### config.mk
export PLATFORM = sky130hd
export DESIGN_NAME = line_edit_buffer_flat
export DESIGN_NICKNAME = d
export VERILOG_FILES = /design/src/sv/leb_pkg.sv /design/src/sv/leb_if.sv /design/src/sv/leb_cell.sv /design/src/sv/line_edit_buffer.sv /design/src/flat_wrapper.sv
export SDC_FILE = /design/constraint.sdc
export NUM_CORES = 1
export LEC_CHECK = 0
export ABC_CLOCK_PERIOD_IN_PS = 2650
export BUFFER_PORTS_ARGS = -buffer_cell sky130_fd_sc_hd__clkbuf_2
export CORE_AREA = 2 2 244 150
export DETAILED_ROUTE_END_ITERATION = 12
export DIE_AREA = 0 0 246 152
export PLACE_DENSITY = 0.7
export SLEW_MARGIN = 10
export SYNTH_ARGS = -nofsm -noshare
export SYNTH_HDL_FRONTEND = slang
export SYNTH_SLANG_ARGS = --single-unit
### constraint.sdc
create_clock -name clk -period 2.65 [get_ports clk]
set_input_delay 0.53 -clock clk [delete_from_list [all_inputs] [get_ports clk]]
set_output_delay 0.53 -clock clk [all_outputs]
set_load 0.01 [all_outputs]
### src/sv/leb_pkg.sv
`timescale 1ns / 1ps
package leb_pkg;

  localparam int LINE_LENGTH = 32;
  localparam int CUR_W       = $clog2(LINE_LENGTH + 1);
  localparam int CNT_W       = $clog2(LINE_LENGTH);
  localparam int CHAR_W      = 8;
  localparam int OUT_CUR_W   = 6;

  localparam logic [CHAR_W-1:0] KEY_LEFT      = 8'd75;
  localparam logic [CHAR_W-1:0] KEY_RIGHT     = 8'd77;
  localparam logic [CHAR_W-1:0] KEY_END       = 8'd79;
  localparam logic [CHAR_W-1:0] KEY_HOME      = 8'd71;
  localparam logic [CHAR_W-1:0] KEY_BACKSPACE = 8'd8;
  localparam logic [CHAR_W-1:0] KEY_ENTER     = 8'd13;
  localparam logic [CHAR_W-1:0] FILL_CHAR     = 8'h20;

  localparam logic KIND_STATUS = 1'b0;
  localparam logic KIND_LINE   = 1'b1;

  typedef enum logic [1:0] {
    CELL_HOLD,
    CELL_INS,
    CELL_DEL,
    CELL_ROT
  } cell_op_t;

  typedef struct packed {
    cell_op_t          op;
    logic [CHAR_W-1:0] key;
  } cell_ctrl_t;

  function automatic logic [OUT_CUR_W-1:0] cur_out(input logic [CUR_W-1:0] c);
    logic [CUR_W+OUT_CUR_W-1:0] t;
    t = {{OUT_CUR_W{1'b0}}, c};
    return t[OUT_CUR_W-1:0];
  endfunction

endpackage

### src/sv/leb_if.sv
`timescale 1ns / 1ps
interface leb_in_if;
  import leb_pkg::*;
  logic              valid;
  logic              ready;
  logic [CHAR_W-1:0] key_code;
  logic              extended;

  modport source (output valid, key_code, extended, input ready);
  modport sink   (input valid, key_code, extended, output ready);
endinterface

interface leb_out_if;
  import leb_pkg::*;
  logic                 valid;
  logic                 ready;
  logic                 kind;
  logic [CHAR_W-1:0]    character;
  logic [OUT_CUR_W-1:0] cursor;
  logic                 last;

  modport source (output valid, kind, character, cursor, last, input ready);
  modport sink   (input valid, kind, character, cursor, last, output ready);
endinterface

### src/sv/leb_cell.sv
`timescale 1ns / 1ps
module leb_cell (
  input  logic                       clk,
  input  logic                       rst_n,
  input  leb_pkg::cell_ctrl_t        ctrl,
  input  logic                       at_cur,
  input  logic                       past_cur,
  input  logic                       past_del,
  input  logic [leb_pkg::CHAR_W-1:0] from_left,
  input  logic [leb_pkg::CHAR_W-1:0] from_right,
  output logic [leb_pkg::CHAR_W-1:0] cell_char
);
  import leb_pkg::*;

  logic [CHAR_W-1:0] char_r;
  logic [CHAR_W-1:0] char_nxt;

  always_comb begin
    char_nxt = char_r;
    case (ctrl.op)
      CELL_INS: begin
        if (past_cur) char_nxt = from_left;
        else if (at_cur) char_nxt = ctrl.key;
      end
      CELL_DEL: begin
        if (past_del) char_nxt = from_right;
      end
      CELL_ROT: char_nxt = from_right;
      default:  char_nxt = char_r;
    endcase
  end

  always_ff @(posedge clk) begin
    if (!rst_n) begin
      char_r <= FILL_CHAR;
    end else begin
      char_r <= char_nxt;
    end
  end

  assign cell_char = char_r;

endmodule

### src/sv/line_edit_buffer.sv
`timescale 1ns / 1ps
// Channel | Dir | Payload                               | Handshake
// in_ch   | in  | key_code[7:0], extended               | valid/ready
// out_ch  | out | kind, character[7:0], cursor[5:0], last | valid/ready
//
// An edit key yields one status request from the output register.
// Enter is accepted, then the cell row rotates once, one character per cycle while the
// output register is not stalled.
// No key is accepted while the line streams or the output register is full and stalled.
// Synchronous active-low reset loads every cell with a space and the cursor with 0.
// A stalled output holds the row and the stream counter.
module line_edit_buffer (
  input  logic clk,
  input  logic rst_n,
  leb_in_if.sink    in_ch,
  leb_out_if.source out_ch
);
  import leb_pkg::*;

  typedef enum logic {ST_IDLE, ST_STREAM} state_t;

  state_t                state_r;
  logic [CUR_W-1:0]      cur_r, cur_nxt;
  logic [CNT_W-1:0]      cnt_r;
  logic                  out_valid_r;
  logic                  out_kind_r;
  logic [CHAR_W-1:0]     out_char_r;
  logic [OUT_CUR_W-1:0]  out_cur_r;
  logic                  out_last_r;

  logic                  in_fire, out_free, stream_fire, is_enter, cnt_end;
  cell_ctrl_t            ctrl;
  logic [CHAR_W-1:0]     cells [LINE_LENGTH];
  logic [CHAR_W-1:0]     tail_in;

  assign out_free    = !out_valid_r || out_ch.ready;
  assign in_ch.ready = (state_r == ST_IDLE) && out_free;
  assign in_fire     = in_ch.valid && in_ch.ready;
  assign stream_fire = (state_r == ST_STREAM) && out_free;
  assign is_enter    = !in_ch.extended && (in_ch.key_code == KEY_ENTER);
  assign cnt_end     = (cnt_r == CNT_W'(LINE_LENGTH - 1));

  always_comb begin
    cur_nxt  = cur_r;
    ctrl.op  = CELL_HOLD;
    ctrl.key = in_ch.key_code;
    if (in_fire) begin
      if (in_ch.extended) begin
        unique case (in_ch.key_code)
          KEY_LEFT:  if (cur_r != '0) cur_nxt = cur_r - CUR_W'(1);
          KEY_RIGHT: if (cur_r < CUR_W'(LINE_LENGTH - 1)) cur_nxt = cur_r + CUR_W'(1);
          KEY_END:   cur_nxt = CUR_W'(LINE_LENGTH - 1);
          KEY_HOME:  cur_nxt = '0;
          default:   cur_nxt = cur_r;
        endcase
      end else if (is_enter) begin
        cur_nxt = cur_r;
      end else if (in_ch.key_code == KEY_BACKSPACE) begin
        if (cur_r != '0) begin
          cur_nxt = cur_r - CUR_W'(1);
          ctrl.op = CELL_DEL;
        end
      end else if (cur_r < CUR_W'(LINE_LENGTH)) begin
        cur_nxt = cur_r + CUR_W'(1);
        ctrl.op = CELL_INS;
      end
    end else if (stream_fire) begin
      ctrl.op = CELL_ROT;
    end
  end

  assign tail_in = (ctrl.op == CELL_ROT) ? cells[0] : FILL_CHAR;

  for (genvar i = 0; i < LINE_LENGTH; i++) begin : g_cell
    localparam logic [CUR_W-1:0] IDX = CUR_W'(i);
    logic [CHAR_W-1:0] left_c, right_c;
    if (i == 0) begin : g_first
      assign left_c = FILL_CHAR;
    end else begin : g_mid_l
      assign left_c = cells[i-1];
    end
    if (i == LINE_LENGTH - 1) begin : g_lastc
      assign right_c = tail_in;
    end else begin : g_mid_r
      assign right_c = cells[i+1];
    end
    leb_cell u_cell (
      .clk        (clk),
      .rst_n      (rst_n),
      .ctrl       (ctrl),
      .at_cur     (IDX == cur_r),
      .past_cur   (IDX > cur_r),
      .past_del   (cur_r <= IDX + CUR_W'(1)),
      .from_left  (left_c),
      .from_right (right_c),
      .cell_char  (cells[i])
    );
  end

  always_ff @(posedge clk) begin
    if (!rst_n) begin
      state_r     <= ST_IDLE;
      cur_r       <= '0;
      cnt_r       <= '0;
      out_valid_r <= 1'b0;
    end else begin
      cur_r <= cur_nxt;
      if (in_fire) begin
        if (is_enter) begin
          state_r <= ST_STREAM;
          cnt_r   <= '0;
          out_valid_r <= 1'b0;
        end else begin
          out_valid_r <= 1'b1;
          out_kind_r  <= KIND_STATUS;
          out_char_r  <= '0;
          out_cur_r   <= cur_out(cur_nxt);
          out_last_r  <= 1'b1;
        end
      end else if (stream_fire) begin
        out_valid_r <= 1'b1;
        out_kind_r  <= KIND_LINE;
        out_char_r  <= cells[0];
        out_cur_r   <= cur_out(cur_r);
        out_last_r  <= cnt_end;
        cnt_r       <= cnt_r + CNT_W'(1);
        if (cnt_end) state_r <= ST_IDLE;
      end else if (out_ch.ready) begin
        out_valid_r <= 1'b0;
      end
    end
  end

  assign out_ch.valid     = out_valid_r;
  assign out_ch.kind      = out_kind_r;
  assign out_ch.character = out_char_r;
  assign out_ch.cursor    = out_cur_r;
  assign out_ch.last      = out_last_r;

`ifndef ASSERT_OFF
  a_accept_idle: assert property (@(posedge clk) disable iff (!rst_n)
    in_fire |-> state_r == ST_IDLE)
    else $error("key accepted during line stream");
  a_enter_stream: assert property (@(posedge clk) disable iff (!rst_n)
    (in_fire && is_enter) |=> (state_r == ST_STREAM && cnt_r == '0))
    else $error("enter did not start stream");
  a_cursor_hold: assert property (@(posedge clk) disable iff (!rst_n)
    state_r == ST_STREAM |=> $stable(cur_r))
    else $error("cursor moved during stream");
  a_stream_end: assert property (@(posedge clk) disable iff (!rst_n)
    (stream_fire && cnt_end) |=> (state_r == ST_IDLE && out_ch.last && out_ch.valid))
    else $error("stream did not end on last character");
`endif

endmodule
### src/flat_wrapper.sv
// flat-port wrapper written by rule: the top's interface ports become plain ports
module line_edit_buffer_flat import leb_pkg::*;
  (clk, rst_n, in_ch_valid, in_ch_key_code, in_ch_extended, in_ch_ready, out_ch_valid, out_ch_kind, out_ch_character, out_ch_cursor, out_ch_last, out_ch_ready);
  leb_in_if in_ch_i ();
  leb_out_if out_ch_i ();
  input  logic clk;
  input  logic rst_n;
  input wire logic [$bits(in_ch_i.valid)-1:0] in_ch_valid;
  input wire logic [$bits(in_ch_i.key_code)-1:0] in_ch_key_code;
  input wire logic [$bits(in_ch_i.extended)-1:0] in_ch_extended;
  output wire logic [$bits(in_ch_i.ready)-1:0] in_ch_ready;
  output wire logic [$bits(out_ch_i.valid)-1:0] out_ch_valid;
  output wire logic [$bits(out_ch_i.kind)-1:0] out_ch_kind;
  output wire logic [$bits(out_ch_i.character)-1:0] out_ch_character;
  output wire logic [$bits(out_ch_i.cursor)-1:0] out_ch_cursor;
  output wire logic [$bits(out_ch_i.last)-1:0] out_ch_last;
  input wire logic [$bits(out_ch_i.ready)-1:0] out_ch_ready;
  assign in_ch_i.valid = in_ch_valid;
  assign in_ch_i.key_code = in_ch_key_code;
  assign in_ch_i.extended = in_ch_extended;
  assign in_ch_ready = in_ch_i.ready;
  assign out_ch_valid = out_ch_i.valid;
  assign out_ch_kind = out_ch_i.kind;
  assign out_ch_character = out_ch_i.character;
  assign out_ch_cursor = out_ch_i.cursor;
  assign out_ch_last = out_ch_i.last;
  assign out_ch_i.ready = out_ch_ready;
  line_edit_buffer u_core (.clk(clk), .rst_n(rst_n), .in_ch(in_ch_i), .out_ch(out_ch_i));
endmodule
==> results.md <==
- Final ANT Viol Nets: 0
- First-pass GRT wire length: 85,170 um
- Yosys Warn Count: 0
- Adder-cell share of the synthesized area: 0.7766%
- # diodes: 0
- Fin Setup TNS: 0 ns
- Die area: 37,390 um^2
- Clock Path Buffers: 3
- Synth Flop Type: dfxtp_1
- Std cell rows: 54
- R2R Setup Slk: 0.09 ns
- Slew @ Worst Pin: 0.8334 ns
- Critical path origin: u_core.cur_r[5]
- Compound-cell area share of the yosys netlist: 21.56%
- Chip Width: 246 um
- Final hold violation count: 0
- Post-Synth XOR/XNOR Area: less than 1%
- Final worst-path cycle share: 96.79%
- Post-synthesis simple-gate area fraction: 17.73%
- Ys async rst share: 0%
- Most frequent cells in the layout: 350 x nand2_1, 267 x dfxtp_1, 192 x mux2i_1, 147 x buf_4, 142 x mux2_2
- Syn nets: 2,098
- Mux cell area share after synthesis: 20.23%
- Post-Place Cells: ~2,600
- CP max FO: 12
- Finished Core Util: ~56%
- Clk_lat worst skew: between 0.5 and 0.6 ns
- Max VDD drop: ~0.53 mV
- Drt wl/cell: around 21 um
- Nets: around 2,100
- Initial antenna violation count: 1
- Core area: 35,470 um^2
- Worst R2R End: u_core.g_cell[13].u_cell.cell_char[0]
- Largest family of logic cells by synthesized area: compound AO/OA/AOI/OAI gates
- Kind of critical path: reg2reg
- Cell count of the worst reg-to-reg path: 9
- Cell Pwr Density: 478.4 nW/um^2
- CP endpoint: u_core.g_cell[13].u_cell.cell_char[0]
- Starting Density: 49.05%
- P&R area growth vs syn: 13.83%
- Clock Skew: 0.02794 ns
- Placer Congestion: 0.9628
- Final setup fails: 0
- GRT Overall Usage: 27.96%
- Sink Count: 285
- FMAX: just under 0.4 GHz
- Total gr overflow: 0
- Number of port buffers: 30
- H-tree Lvls: 1
- Mapped Cells: 2,075
- Most common cell after layout, fill and taps aside: nand2_1
- Post-Place Setup Slack: -0.08089 ns
- Vias: 16,510
- # DRC: 0
- Die height: ~150 um
- CTS tree: yes
- Register area share after synthesis: 33.71%
- Via density per instance: ~6.3
- Drt pass-1 iters: 5
- Worst Path Arrival: between 3 and 4 ns
- Worst rel slew slack: approximately 44%
- WL final: 54,300 um
- Largest net degree at the start of global routing: 135
- Worst-path clk slew: 0.07 ns
- Outcome: completed
- Yosys cell types: 86
- Filler cell count: 3,202
- CP Data Required Time: 3.10 ns
- EDFF count, synth: 16
- Fin worst setup slack: around 0.085 ns
- Post-Syn Area: approximately 17,000 um^2
- Critical R2R Launch: u_core.cur_r[5]
- Hold Path Class: in2reg
- Fin cells: between 2,000 and 3,000
- Cts bufs inserted: 27
- Post-detail-place hpwl: between 30,000 and 40,000 um
- Top-Level Pins: 31
- Max Cap Viol: 0
- Minimum clock period: approximately 2.6 ns
- Static Leakage: 0.008496 uW
- Vias in the first global route: 15,300
- CP startpoint kind: flop
- Final Max Tran Viols: 0
- Root buffer cell: clkbuf_16
- Total Power: 9477 uW
- CP endpoint kind: flop
- Initial drt markers: roughly 1,800
- Unrepaired setup endpoints after global routing: yes
- Post-Syn Area per Cell: 8.386 um^2
- Share of cells above drive strength 1: 20.85%
- Seq cells post-synth: 285
sequential cells by signal, summed over array words and instances, names as in the netlist:
name	flops
u_core.out_ch.valid	1
u_core.out_ch.cursor	6
u_core.g_cell.u_cell.cell_char	256
u_core.out_ch.kind	1
u_core.out_ch.last	1
u_core.out_ch.character	8
u_core.cnt_r	5
u_core.state_r	1
u_core.cur_r	6
worst max-delay path: stages, from the launching register on:
cell,delay [ns]
dfxtp_2,0.35
buf_4,0.15
nor4_4,0.32
nand2_2,0.22
a31oi_4,0.37
buf_12,0.20
buf_4,0.21
mux2_2,0.37
mux2i_1,0.18
nor2_1,0.06
Yosys cell counts, types with 11 or more instances:
| library cell | count | area (um^2) |
|---|---|---|
| nand2_1 | 352 | 1321 |
| clkbuf_1 | 102 | 382.9 |
| o211ai_1 | 133 | 998.5 |
| a211o_1 | 20 | 175.2 |
| nand4_1 | 18 | 112.6 |
| buf_4 | 13 | 97.59 |
| o22ai_1 | 18 | 112.6 |
| and2_1 | 18 | 112.6 |
| mux2i_1 | 192 | 1922 |
| o21ai_0 | 94 | 470.5 |
| a21oi_1 | 113 | 565.5 |
| buf_2 | 63 | 315.3 |
| o2111ai_1 | 30 | 262.8 |
| nor2_1 | 137 | 514.2 |
| dfxtp_1 | 269 | 5385 |
| inv_1 | 29 | 108.9 |
| a31oi_1 | 11 | 68.82 |
| mux2_2 | 142 | 1599 |
| nand3_1 | 80 | 400.4 |
| nor3_1 | 13 | 65.06 |
| edfxtp_1 | 16 | 480.5 |
final cells by class:
type / count / area, um^2 / share of cell area, %
inverter: 30 / 115.1 / 0.5811
clock buffer: 39 / 750.7 / 3.790
tap: 476 / 595.6 / 3.007
clock inverter: 8 / 46.29 / 0.2337
timing repair buffer: 202 / 1765 / 8.913
sequential: 285 / 5868 / 29.63
multi-input combinational: 1570 / 10670 / 53.85
how the worst min path moves through the flow:
stage                                          startpoint                               endpoint  cells after the start
finish                                              rst_n                        u_core.cnt_r[0]                      3
global placement    u_core.g_cell[28].u_cell.cell_char[3]  u_core.g_cell[28].u_cell.cell_char[3]                      2
floorplan           u_core.g_cell[25].u_cell.cell_char[0]  u_core.g_cell[25].u_cell.cell_char[0]                      2
global route                                        rst_n                        u_core.cnt_r[0]                      3
CTS                                                 rst_n                        u_core.cnt_r[0]                      3
detailed placement  u_core.g_cell[21].u_cell.cell_char[1]  u_core.g_cell[21].u_cell.cell_char[1]                      2
cell families after synthesis:
family	after synthesis
AND/OR/NAND/NOR	690
AO/OA/AOI/OAI	526
multiplexers	334
flip-flops	285
buffers and inverters	220
adder cells (fa/ha/maj)	11
XOR/XNOR	9
per-layer routing:
layer | routed length, um | track usage (%) | up-vias
met5 | 0 | 0 | -
met4 | 1463 | 7.879 | 0
met3 | 4814 | 5.282 | 103
met2 | 22250 | 39.77 | 708
met1 | 25770 | 42.47 | 8040
li1 | - | - | 7661
repair_timing:
| item | CTS | global route |
|---|---|---|
| setup buffers | 0 | 1 |
| hold buffers | 0 | 0 |
| hold endpoints to repair | 0 | 0 |
| resized for setup | 0 | 11 |
| setup endpoints to repair | 0 | 69 |
power by group:
part	internal (uW)	switching (uW)
registers	4400	65.7
logic	484	800
clock network	1960	1770
metrics by stage:
step           hold slack [ns]  area, um^2
6_report                0.4283       19810
5_1_grt                 0.4369       19810
4_1_cts                 0.4164       19740
3_5_place_dp            0.4588       18940
3_3_place_gp            0.4548       18940
2_1_floorplan           0.4416       17420
No activity file was read; power rests on OpenSTA's default activity.
